<file path="config.mk">
export PLATFORM = sky130hd
export DESIGN_NAME = roman_numeral_encoder
export DESIGN_NICKNAME = d
export VERILOG_FILES = /design/src/rne_pkg.sv /design/src/rne_front.sv /design/src/rne_fifo.sv /design/src/rne_back.sv /design/src/roman_numeral_encoder.sv
export SDC_FILE = /design/constraint.sdc
export NUM_CORES = 1
export LEC_CHECK = 0
export ABC_CLOCK_PERIOD_IN_PS = 3900
export BUFFER_PORTS_ARGS = -buffer_cell sky130_fd_sc_hd__buf_2
export CORE_MARGIN = 1.5
export CORE_UTILIZATION = 54
export DETAILED_ROUTE_END_ITERATION = 12
export PLACE_DENSITY = 0.77
export SYNTH_ARGS = -nofsm -noshare
export SYNTH_HDL_FRONTEND = slang
export SYNTH_SLANG_ARGS = --single-unit
</file>
<file path="constraint.sdc">
create_clock -name clk_i -period 3.9 [get_ports clk_i]
set_clock_uncertainty 0.05 [all_clocks]
set_input_delay 0.195 -clock clk_i [delete_from_list [all_inputs] [get_ports clk_i]]
set_output_delay 0.195 -clock clk_i [all_outputs]
set_load 0.02 [all_outputs]
</file>
<file path="src/rne_pkg.sv">
// ----------------------------------------------------------------------------
// rne_pkg
// Shared types, table constants and lookup functions of the roman numeral
// encoder.
// ----------------------------------------------------------------------------
package rne_pkg;

  localparam int unsigned NumberW  = 12;
  localparam int unsigned SymbolW  = 7;
  localparam int unsigned StepCnt  = 13;
  localparam int unsigned StepIdxW = 4;

  localparam logic [SymbolW-1:0] SymNone = 7'h00;
  localparam logic [SymbolW-1:0] SymM    = 7'h4d;
  localparam logic [SymbolW-1:0] SymD    = 7'h44;
  localparam logic [SymbolW-1:0] SymC    = 7'h43;
  localparam logic [SymbolW-1:0] SymL    = 7'h4c;
  localparam logic [SymbolW-1:0] SymX    = 7'h58;
  localparam logic [SymbolW-1:0] SymV    = 7'h56;
  localparam logic [SymbolW-1:0] SymI    = 7'h49;

  // one greedy step handed from the front to the back
  typedef struct packed {
    logic [StepIdxW-1:0] idx;
    logic                last;
    logic                empty;
  } token_t;

  typedef enum logic {
    FrontIdle,
    FrontBusy
  } front_state_e;

  function automatic logic [NumberW-1:0] step_value(input logic [StepIdxW-1:0] idx);
    logic [NumberW-1:0] v;
    case (idx)
      4'd0:    v = 12'd1000;
      4'd1:    v = 12'd900;
      4'd2:    v = 12'd500;
      4'd3:    v = 12'd400;
      4'd4:    v = 12'd100;
      4'd5:    v = 12'd90;
      4'd6:    v = 12'd50;
      4'd7:    v = 12'd40;
      4'd8:    v = 12'd10;
      4'd9:    v = 12'd9;
      4'd10:   v = 12'd5;
      4'd11:   v = 12'd4;
      4'd12:   v = 12'd1;
      default: v = 12'd1;
    endcase
    return v;
  endfunction

  function automatic logic [SymbolW-1:0] first_letter(input logic [StepIdxW-1:0] idx);
    logic [SymbolW-1:0] s;
    case (idx)
      4'd0:    s = SymM;
      4'd1:    s = SymC;
      4'd2:    s = SymD;
      4'd3:    s = SymC;
      4'd4:    s = SymC;
      4'd5:    s = SymX;
      4'd6:    s = SymL;
      4'd7:    s = SymX;
      4'd8:    s = SymX;
      4'd9:    s = SymI;
      4'd10:   s = SymV;
      4'd11:   s = SymI;
      4'd12:   s = SymI;
      default: s = SymNone;
    endcase
    return s;
  endfunction

  // none for single-letter steps
  function automatic logic [SymbolW-1:0] second_letter(input logic [StepIdxW-1:0] idx);
    logic [SymbolW-1:0] s;
    case (idx)
      4'd1:    s = SymM;
      4'd3:    s = SymD;
      4'd5:    s = SymC;
      4'd7:    s = SymL;
      4'd9:    s = SymX;
      4'd11:   s = SymV;
      default: s = SymNone;
    endcase
    return s;
  endfunction

endpackage

</file>
<file path="src/rne_front.sv">
// ----------------------------------------------------------------------------
// rne_front
// Takes a number, walks the greedy table: one token per cycle unless full_i.
// ----------------------------------------------------------------------------
module rne_front
  import rne_pkg::*;
(
  input  logic               clk_i,
  input  logic               rst_ni,
  input  logic               in_valid_i,
  output logic               in_ready_o,
  input  logic [NumberW-1:0] number_i,
  input  logic               full_i,
  output logic               push_o,
  output token_t             token_o
);

  front_state_e       state_q, state_d;
  logic [NumberW-1:0] rest_q, rest_d;
  logic [StepIdxW-1:0] idx;
  logic [NumberW-1:0] diff;
  logic                zero;

  // first table entry not above the remainder; remainders only shrink,
  // so this is always at or past the previous step
  always_comb begin
    idx = StepIdxW'(StepCnt - 1);
    for (int i = StepCnt - 1; i >= 0; i--) begin
      if (rest_q >= step_value(StepIdxW'(i))) begin
        idx = StepIdxW'(i);
      end
    end
  end

  assign diff = rest_q - step_value(idx);
  assign zero = (rest_q == '0);

  always_comb begin
    state_d = state_q;
    case (state_q)
      FrontIdle: begin
        if (in_valid_i) state_d = FrontBusy;
      end
      FrontBusy: begin
        if (!full_i && (zero || diff == '0)) state_d = FrontIdle;
      end
      default: state_d = FrontIdle;
    endcase
  end

  always_comb begin
    in_ready_o  = 1'b0;
    push_o      = 1'b0;
    rest_d      = rest_q;
    token_o.idx   = zero ? '0 : idx;
    token_o.empty = zero;
    token_o.last  = zero || (diff == '0);
    case (state_q)
      FrontIdle: begin
        in_ready_o = 1'b1;
        if (in_valid_i) rest_d = number_i;
      end
      FrontBusy: begin
        push_o = !full_i;
        if (!full_i) rest_d = diff;
      end
      default: ;
    endcase
  end

  always_ff @(posedge clk_i or negedge rst_ni) begin
    if (!rst_ni) begin
      state_q <= FrontIdle;
    end else begin
      state_q <= state_d;
    end
  end

  always_ff @(posedge clk_i) begin
    rest_q <= rest_d;
  end

endmodule

</file>
<file path="src/rne_fifo.sv">
// ----------------------------------------------------------------------------
// rne_fifo
// Short token queue between the front and the back.
// ----------------------------------------------------------------------------
module rne_fifo
  import rne_pkg::*;
#(
  parameter int unsigned Depth = 4
) (
  input  logic   clk_i,
  input  logic   rst_ni,
  input  logic   push_i,
  input  token_t data_i,
  output logic   full_o,
  input  logic   pop_i,
  output token_t data_o,
  output logic   empty_o
);

  localparam int unsigned PtrW = (Depth > 1) ? $clog2(Depth) : 1;
  localparam int unsigned CntW = $clog2(Depth + 1);

  token_t            mem_q [Depth];
  logic [PtrW-1:0]   wr_q, rd_q;
  logic [CntW-1:0]   cnt_q;
  logic              do_push, do_pop;

  assign full_o  = (cnt_q == CntW'(Depth));
  assign empty_o = (cnt_q == '0);
  assign do_push = push_i && !full_o;
  assign do_pop  = pop_i && !empty_o;
  assign data_o  = mem_q[rd_q];

  always_ff @(posedge clk_i or negedge rst_ni) begin
    if (!rst_ni) begin
      wr_q  <= '0;
      rd_q  <= '0;
      cnt_q <= '0;
    end else begin
      if (do_push) wr_q <= (wr_q == PtrW'(Depth - 1)) ? '0 : wr_q + 1'b1;
      if (do_pop)  rd_q <= (rd_q == PtrW'(Depth - 1)) ? '0 : rd_q + 1'b1;
      cnt_q <= cnt_q + CntW'(do_push) - CntW'(do_pop);
    end
  end

  always_ff @(posedge clk_i) begin
    if (do_push) mem_q[wr_q] <= data_i;
  end

  assert property (@(posedge clk_i) disable iff (!rst_ni) cnt_q <= CntW'(Depth))
    else $error("token queue count beyond depth");
  assert property (@(posedge clk_i) disable iff (!rst_ni)
    (full_o && !do_pop) |=> (cnt_q == CntW'(Depth)))
    else $error("token queue lost an entry while full");

endmodule

</file>
<file path="src/rne_back.sv">
// ----------------------------------------------------------------------------
// rne_back
// Expands step tokens into letters and holds the output beat.
// ----------------------------------------------------------------------------
module rne_back
  import rne_pkg::*;
(
  input  logic               clk_i,
  input  logic               rst_ni,
  input  logic               empty_i,
  input  token_t             token_i,
  output logic               pop_o,
  output logic               out_valid_o,
  input  logic               out_ready_i,
  output logic [SymbolW-1:0] symbol_o,
  output logic               last_o,
  output logic               empty_o
);

  logic               valid_q, valid_d;
  logic               pend_q, pend_d;
  logic [SymbolW-1:0] sym_q, sym_d;
  logic               last_q, last_d;
  logic               emp_q, emp_d;
  logic [SymbolW-1:0] sec_sym_q, sec_sym_d;
  logic               sec_last_q, sec_last_d;
  logic               load;
  logic [SymbolW-1:0] sec;

  assign load = !valid_q || out_ready_i;
  assign sec  = second_letter(token_i.idx);

  always_comb begin
    valid_d    = valid_q;
    pend_d     = pend_q;
    sym_d      = sym_q;
    last_d     = last_q;
    emp_d      = emp_q;
    sec_sym_d  = sec_sym_q;
    sec_last_d = sec_last_q;
    pop_o      = 1'b0;
    if (load && pend_q) begin
      valid_d = 1'b1;
      pend_d  = 1'b0;
      sym_d   = sec_sym_q;
      last_d  = sec_last_q;
      emp_d   = 1'b0;
    end else if (load && !empty_i) begin
      pop_o   = 1'b1;
      valid_d = 1'b1;
      emp_d   = token_i.empty;
      sym_d   = token_i.empty ? SymNone : first_letter(token_i.idx);
      // two-letter step: hold the second letter back for the next beat
      if (!token_i.empty && sec != SymNone) begin
        pend_d     = 1'b1;
        last_d     = 1'b0;
        sec_sym_d  = sec;
        sec_last_d = token_i.last;
      end else begin
        last_d = token_i.last;
      end
    end else if (out_ready_i) begin
      valid_d = 1'b0;
    end
  end

  always_ff @(posedge clk_i or negedge rst_ni) begin
    if (!rst_ni) begin
      valid_q <= 1'b0;
      pend_q  <= 1'b0;
    end else begin
      valid_q <= valid_d;
      pend_q  <= pend_d;
    end
  end

  always_ff @(posedge clk_i) begin
    sym_q      <= sym_d;
    last_q     <= last_d;
    emp_q      <= emp_d;
    sec_sym_q  <= sec_sym_d;
    sec_last_q <= sec_last_d;
  end

  assign out_valid_o = valid_q;
  assign symbol_o    = sym_q;
  assign last_o      = last_q;
  assign empty_o     = emp_q;

  assert property (@(posedge clk_i) disable iff (!rst_ni)
    (valid_q && emp_q) |-> (last_q && sym_q == SymNone))
    else $error("empty beat must be a lone last beat with no letter");
  assert property (@(posedge clk_i) disable iff (!rst_ni)
    (valid_q && !emp_q) |-> (sym_q != SymNone))
    else $error("letter beat carries no letter");
  assert property (@(posedge clk_i) disable iff (!rst_ni) pend_q |-> (valid_q && !last_q))
    else $error("second letter pending behind a missing or last beat");

endmodule

</file>
<file path="src/roman_numeral_encoder.sv">
// ----------------------------------------------------------------------------
// roman_numeral_encoder
// Converts a 12-bit unsigned number into roman numeral letters, one ASCII
// letter per output beat, most significant first.
// ----------------------------------------------------------------------------
// Each input beat carries a number from 0 to 4095; the block answers with one
// beat per letter, tlast on the final one. Zero gives a single beat with
// symbol 0, tuser high and tlast high. Numbers of 4000 and up give more than
// three M letters. The front accepts a number and then resolves one greedy
// table step per cycle while the token queue has room (one compare bank and
// one subtract) into that queue, a two-letter step such as CM being a single
// token; the back sends one letter per cycle while the output is ready. The
// first letter beat is offered once the number has passed the front's
// remainder register, the token queue and the back's output register. A new
// number is accepted in the cycle after the front has queued the last step of
// the previous one, while the back is still sending its letters.
// ----------------------------------------------------------------------------
module roman_numeral_encoder
  import rne_pkg::*;
#(
  parameter int unsigned QueueDepth = 4
) (
  input  logic        clk_i,
  input  logic        rst_ni,
  input  logic        s_axis_tvalid_i,
  output logic        s_axis_tready_o,
  input  logic [15:0] s_axis_tdata_i,   // [11:0] number_in
  output logic        m_axis_tvalid_o,
  input  logic        m_axis_tready_i,
  output logic [7:0]  m_axis_tdata_o,   // [6:0] symbol
  output logic        m_axis_tlast_o,
  output logic        m_axis_tuser_o    // [0] empty_result
);

  logic               push, pop, full, q_empty;
  token_t             push_tok, pop_tok;
  logic [SymbolW-1:0] symbol;

  rne_front u_front (
    .clk_i      (clk_i),
    .rst_ni     (rst_ni),
    .in_valid_i (s_axis_tvalid_i),
    .in_ready_o (s_axis_tready_o),
    .number_i   (s_axis_tdata_i[NumberW-1:0]),
    .full_i     (full),
    .push_o     (push),
    .token_o    (push_tok)
  );

  rne_fifo #(
    .Depth (QueueDepth)
  ) u_fifo (
    .clk_i   (clk_i),
    .rst_ni  (rst_ni),
    .push_i  (push),
    .data_i  (push_tok),
    .full_o  (full),
    .pop_i   (pop),
    .data_o  (pop_tok),
    .empty_o (q_empty)
  );

  rne_back u_back (
    .clk_i       (clk_i),
    .rst_ni      (rst_ni),
    .empty_i     (q_empty),
    .token_i     (pop_tok),
    .pop_o       (pop),
    .out_valid_o (m_axis_tvalid_o),
    .out_ready_i (m_axis_tready_i),
    .symbol_o    (symbol),
    .last_o      (m_axis_tlast_o),
    .empty_o     (m_axis_tuser_o)
  );

  assign m_axis_tdata_o = {1'b0, symbol};

endmodule

</file>
==> impl_metrics.csv, run 1 <==
group,metric,value,unit
route,drt_first_pass_iters,5,
cts,cts_tree,"yes",
yosys,syn_avg_cell_area,11.10,µm²
critical_path,crit_path_end,"u_fifo.mem_q[1][1]$_DFFE_PP_",
timing,tightest_slew,0.8484,ns
yosys,post-synth-top-area-cell,"edfxtp_1",
run_status,status,"finished, violations left",
yosys,synth_cell_type_count,68,
critical_path,reg2reg_slack,-0.30,ns
die,fp.dieArea,7352,µm²
timing,max_freq,0.2382,GHz
finish,nFillCells,422,
finish,seq_area,1772,µm²
cts,clk_pin_slew,0.08,ns
route,ant_nets,0,
hold_path,hold_class,"primary input to flip-flop",
route,wl,8.604,mm
finish,final_cell_count_no_fill,495,
global_route,grt_overflow,0,
cts,cts.root.buffer_cell,"clkbuf_8",
route,routed_via_density,6.075,
cts,clkSinkCount,61,
run_status,failed_checks,"setup timing",
yosys,synth.yosys.seq_area_share,0.4792,
route,drc,0,
global_route,track_usage,0.2324,
finish,syn_to_final_growth,27.61,%
critical_path,reg2regPathDepth,18,
global_route,antenna_found_initial,0,
die,rows,29,
yosys,synth_edf_count,50,
critical_path,cp_max_fo,8,
timing,finalSetupViolCount,10,
finish,fin_util,0.7265,
cts,cts_buffer_depth,2,
cts,clk_latency,0.34,ns
timing,finalMaxSlewViolations,0,
yosys,ys_ff_latch,61,
yosys,synth_area_leaders,"edfxtp_1, dfrtp_1, ha_1",
critical_path,crit_path_end_kind,"flip-flop",
critical_path,rr_startpoint,"u_front.rest_q[11]$_DFFE_PP_",
critical_path,cp.required,3.93,ns
finish,multi_input_area,2019,µm²
placement,post-dp-hpwl,5.838,mm
critical_path,cp.arrival,4.22,ns
global_route,grt_max_degree,17,
run,max_cap_violations,0,
yosys,synthArstFlopShare,0.1639,
critical_path,path_class,"flip-flop to flip-flop",
critical_path,start_kind,"flip-flop",
cts,h-tree-depth,3,
yosys,syn_inst,333,
timing,hold_viol,0,
placement,numPortBuffers,25,
global_route,grt_pass1_wl,13.37,mm
timing,post-route-period-util,1.077,
die,core,6495,µm²
global_route,grt_pass1_vias,2871,
yosys,synth_flop_cell,"edfxtp_1",
die,ioPinCount,32,
yosys,synth_most_common_cell,"edfxtp_1",
die,fp.dieW,85.75,µm
finish,drive_gt1_frac,0.3876,
critical_path,rr_endpoint,"u_fifo.mem_q[1][1]$_DFFE_PP_",
route,wl_per_cell,17.38,µm
yosys,netlist.area_leader.share,0.4061,
timing,relSlewSlack,0.4297,
yosys,netlist_area,3697,µm²
finish,num_antenna_cells,0,
yosys,yosys-top-cells-count,"edfxtp_1, nand2_1, nor2_1",
placement,gp_congestion,0.8913,
critical_path,startpoint,"u_front.rest_q[11]$_DFFE_PP_",
die,start_util,0.5693,
placement,dp_cells,469,
route,drtIter0Drc,233,
finish,layout.nets,454,
yosys,ys.warnings.count,0,
route,num_vias,3007,
die,die_h,85.75,µm
timing,fin_crit,4.198,ns
timing,setup_ws,-0.2985,ns
cts,numCtsBuffers,9,
timing,rsz0062_at_grt,"true",
repair_timing:
| item | in CTS | in global routing |
|---|---|---|
| setup buffers | 5 | 4 |
| hold buffers | 1 | 0 |
| cloned | 0 | 0 |
| hold endpoints to repair | 10 | 0 |
| gates resized for setup | 18 | 20 |
| endpoints found under the setup margin | 11 | 13 |
| pin swaps | 11 | 15 |
worst max-delay path, cell delays in order (launching register included):
cell and delay (ns):
edfxtp_1 0.43, buf_4 0.21, o41ai_4 0.43, nor2_1 0.11
a31oi_2 0.19, a21oi_2 0.09, a31o_4 0.23, inv_4 0.08
ha_4 0.20, o21ai_0 0.21, a22oi_1 0.13, ha_2 0.23
nor2_1 0.28, a21oi_2 0.14, o21a_1 0.22, a31oi_1 0.19
nand4b_1 0.17, nor2_2 0.07, a31o_2 0.28
placed cells by master (no fill, tap or decap), types with 4 or more instances in the layout:
master	Yosys	final
nand2_1	27	27
o22ai_1	4	4
nand3_1	5	4
nor2_2	1	5
clkbuf_8	0	9
o21ai_0	10	9
mux4_2	6	6
xnor2_1	6	5
buf_2	5	25
ha_2	0	4
and2_1	7	7
a21oi_1	13	10
or2_2	4	4
dfrtp_1	10	10
buf_4	2	53
nor2b_1	8	6
nor3_1	12	10
ha_1	19	13
edfxtp_1	50	50
a21o_1	6	6
o21a_1	6	6
inv_1	18	18
nor2_1	25	21
a22o_1	7	7
mux2_2	7	7
per-stage QoR:
step	TNS [ns]	worst slack, ns	hold slack [ns]	cell area [µm²]
6_report	-1.949	-0.2985	0.08521	4718
2_1_floorplan	-0.06115	-0.01529	-0.1506	3756
3_3_place_gp	-1.040	-0.1970	0.01245	4243
4_1_cts	-1.138	-0.2183	0.07953	4572
5_1_grt	-3.634	-0.4653	0.09368	4718
3_5_place_dp	-1.735	-0.2988	0.01174	4243
flip-flops by register name, summed over array words and instances, names as in the netlist:
signal / flops
u_fifo.wr_q: 2
u_front.rest_q: 12
u_back.symbol_o: 6
u_back.empty_o: 1
u_back.out_valid_o: 1
u_back.sec_sym_q: 6
u_back.pend_q: 1
u_front.state_q: 1
u_back.last_o: 1
u_fifo.cnt_q: 3
u_fifo.rd_q: 2
u_back.sec_last_q: 1
u_fifo.mem_q: 24
final cells by class:
class / count / area share
Sequential cell: 61 / 0.3755
Inverter: 20 / 0.01644
Clock inverter: 7 / 0.01565
Timing Repair Buffer: 81 / 0.1177
Multi-Input combinational cell: 240 / 0.4280
Clock buffer: 9 / 0.02625
Tap cell: 77 / 0.02042
how the worst min path moves through the flow:
stage / cells after the start / startpoint / to / slack [ns]
final: 3 / s_axis_tdata_i[0] / u_front.rest_q[0]$_DFFE_PP_ / 0.09
after global routing: 2 / s_axis_tdata_i[4] / u_front.rest_q[4]$_DFFE_PP_ / 0.09
after CTS: 3 / s_axis_tdata_i[1] / u_front.rest_q[1]$_DFFE_PP_ / 0.08
after detailed placement: 1 / rst_ni / u_back.out_valid_o$_DFFE_PN0P_ / 0.01
after global placement: 1 / rst_ni / u_back.out_valid_o$_DFFE_PN0P_ / 0.01
after floorplan: 0 / rst_ni / u_back.out_valid_o$_DFFE_PN0P_ / -0.15
per-layer routing:
layer,up-vias,part of all wire,track usage
met5,-,0,0
met1,1461,0.44,0.3030
met2,121,0.50,0.3923
met4,0,0.011,0.06598
li1,1411,-,-
met3,14,0.056,0.05197
cell families after synthesis:
| group | share of synthesized area |
|---|---|
| AO/OA/AOI/OAI | 0.1618 |
| XOR/XNOR | 0.02132 |
| adder cells (fa/ha/maj) | 0.07513 |
| buffers and inverters | 0.03925 |
| flip-flops | 0.4792 |
| multiplexers | 0.06599 |
| other | 0.001014 |
| AND/OR/NAND/NOR | 0.1563 |
Power of run 1 is not shown: default switching activity piles up to over one toggle a cycle in this logic, so the estimate is an artifact.
==> run 2: changes to the inputs <==
--- a/config.mk
+++ b/config.mk
@@ -5,12 +5,12 @@
 export SDC_FILE = /design/constraint.sdc
 export NUM_CORES = 1
 export LEC_CHECK = 0
-export ABC_CLOCK_PERIOD_IN_PS = 3900
+export ABC_CLOCK_PERIOD_IN_PS = 4500
 export BUFFER_PORTS_ARGS = -buffer_cell sky130_fd_sc_hd__buf_2
 export CORE_MARGIN = 1.5
-export CORE_UTILIZATION = 54
+export CORE_UTILIZATION = 60
 export DETAILED_ROUTE_END_ITERATION = 12
-export PLACE_DENSITY = 0.77
+export PLACE_DENSITY = 0.81
 export SYNTH_ARGS = -nofsm -noshare
 export SYNTH_HDL_FRONTEND = slang
 export SYNTH_SLANG_ARGS = --single-unit
==> constraint.sdc (replaced) <==
create_clock -name clk_i -period 4.5 [get_ports clk_i]
set_clock_uncertainty 0.05 [all_clocks]
set_input_delay 0.225 -clock clk_i [delete_from_list [all_inputs] [get_ports clk_i]]
set_output_delay 0.225 -clock clk_i [all_outputs]
set_load 0.02 [all_outputs]
==> run 2 against run 1 <==
Compared with the run above: the flow now finishes without violations; via count shrank 10%; die area shrank 9.7%; core utilization shrank 1.2 points; critical endpoint is now u_fifo.mem_q[2][1]$_DFFE_PP_; global-route usage grew 0.98 points; routed wire length shrank 10%.
==> impl_metrics.csv, run 2 (synthesis gave the netlist of run 1 again) <==
group,metric,value,unit
run_status,status,"completed",
die,core,5921,µm²
die,fp.dieArea,6642,µm²
timing,relSlewSlack,0.4105,
finish,top_regs,"u_fifo.mem_q x24, u_front.rest_q x12",
critical_path,cp.arrival,4.41,ns
critical_path,cp.required,4.54,ns
global_route,track_usage,0.2422,
placement,numPortBuffers,25,
placement,dp_cells,431,
cts,h-tree-depth,3,
timing,hold_slack,0.1161,ns
finish,num_antenna_cells,0,
route,drtIter0Drc,181,
placement,gp_congestion,0.8753,
run,max_cap_violations,0,
finish,final_cell_mix,"edfxtp_1, nand2_1, buf_2",
finish,largest-register,"u_fifo.mem_q",
route,wl,7.735,mm
route,ant_nets,0,
cts,clkSinkCount,61,
die,rows,28,
global_route,grt_max_degree,17,
cts,clk_pin_slew,0.07,ns
timing,hold_viol,0,
finish,final_cell_count_no_fill,454,
finish,drive_gt1_frac,0.2691,
timing,fin_crit,4.365,ns
finish,layout_commonest_cell,"edfxtp_1",
critical_path,cp_max_fo,4,
route,drc,0,
global_route,grt_pass1_wl,11.83,mm
timing,post-route-period-util,0.9701,
timing,finalMaxSlewViolations,0,
global_route,grt_overflow,0,
timing,finalSetupViolCount,0,
timing,tightest_slew,0.8769,ns
global_route,grt_pass1_vias,2601,
route,num_vias,2705,
route,wl_per_cell,17.04,µm
die,die_h,81.50,µm
finish,largest_reg_flops,24,
critical_path,start_kind,"flip-flop",
cts,cts.root.buffer_cell,"clkbuf_8",
placement,placedInstanceArea,3925,µm²
placement,post-dp-hpwl,5.483,mm
hold_path,hold_class,"primary input to flip-flop",
finish,finalInstanceArea,4230,µm²
route,routed_via_density,5.958,
finish,syn_to_final_growth,14.42,%
die,fp.dieW,81.50,µm
die,start_util,0.6245,
die,ioPinCount,32,
timing,max_freq,0.2291,GHz
cts,clk_latency,0.35,ns
critical_path,path_class,"flip-flop to flip-flop",
route,drt_first_pass_iters,4,
cts,cts_buffer_depth,2,
timing,fin_tns_setup,0,ns
critical_path,crit_path_end_kind,"flip-flop",
cts,cts_tree,"yes",
finish,layout.nets,415,
global_route,antenna_found_initial,0,
cts,numCtsBuffers,9,
==> run 2: through the flow <==
stage                 util  setup slack (ns)
floorplan                -            0.3953
global placement    0.6629            0.1382
detailed placement  0.6629           0.04877
CTS                 0.6955           0.03600
global route        0.7145          -0.09479
finish              0.7145            0.1347
==> run 2: cell type report <==
cell class / count / area, µm²
inverters: 20 / 75.07
clock buffers: 10 / 137.6
well taps: 75 / 93.84
multi-input cells: 240 / 1852
repair buffers: 42 / 255.2
clock inverters: 6 / 45.04
fillers: 430 / 1690
flip-flops and latches: 61 / 1772
==> run 2: path summary, 6_finish.rpt <==
kind | from | end | slack, ns | depth (start not counted)
max in group asynchronous | rst_ni | u_back.pend_q$_DFFE_PN0P_ | 3.96 | 2
worst min-delay path | s_axis_tdata_i[5] | u_front.rest_q[5]$_DFFE_PP_ | 0.12 | 3
worst min register to register | u_back.empty_o$_SDFFE_PP0P_ | u_back.empty_o$_SDFFE_PP0P_ | 0.43 | 1
min in group asynchronous | rst_ni | u_fifo.rd_q[0]$_DFFE_PN0P_ | 0.24 | 2
worst max register to register | u_front.rest_q[11]$_DFFE_PP_ | u_fifo.mem_q[2][1]$_DFFE_PP_ | 0.13 | 19
worst max-delay path | u_front.rest_q[11]$_DFFE_PP_ | u_fifo.mem_q[2][1]$_DFFE_PP_ | 0.13 | 19
==> run 2: timing repair <==
action                                  in CTS  in global routing
setup buffers                                0                  6
endpoints found under the hold margin       10                  0
resized for setup                            0                 14
endpoints found under the setup margin       0                  7
hold buffers                                 1                  0
==> run 2: per-layer routing <==
layer	vias to the layer above	part of all wire	track usage
met5	-	0	0
met4	0	0.018	0.09655
met3	14	0.034	0.04111
met2	75	0.53	0.4339
met1	1291	0.42	0.2879
li1	1325	-	-
==> run 2: critical path, cell delays in order, from the launching register on <==
cell and delay [ns]:
edfxtp_1 0.47, buf_4 0.18, o41ai_1 0.50, nor2_1 0.07
a31oi_1 0.20, a21oi_2 0.09, a31o_4 0.23, inv_2 0.07
ha_1 0.26, a211oi_2 0.21, a21o_1 0.18, inv_1 0.06
ha_1 0.26, nor2b_2 0.16, o2111ai_2 0.24, a31o_4 0.25
nand3_1 0.14, o31ai_2 0.12, nor2_1 0.10, a31o_2 0.27
Power of run 2 is left out for the same reason.
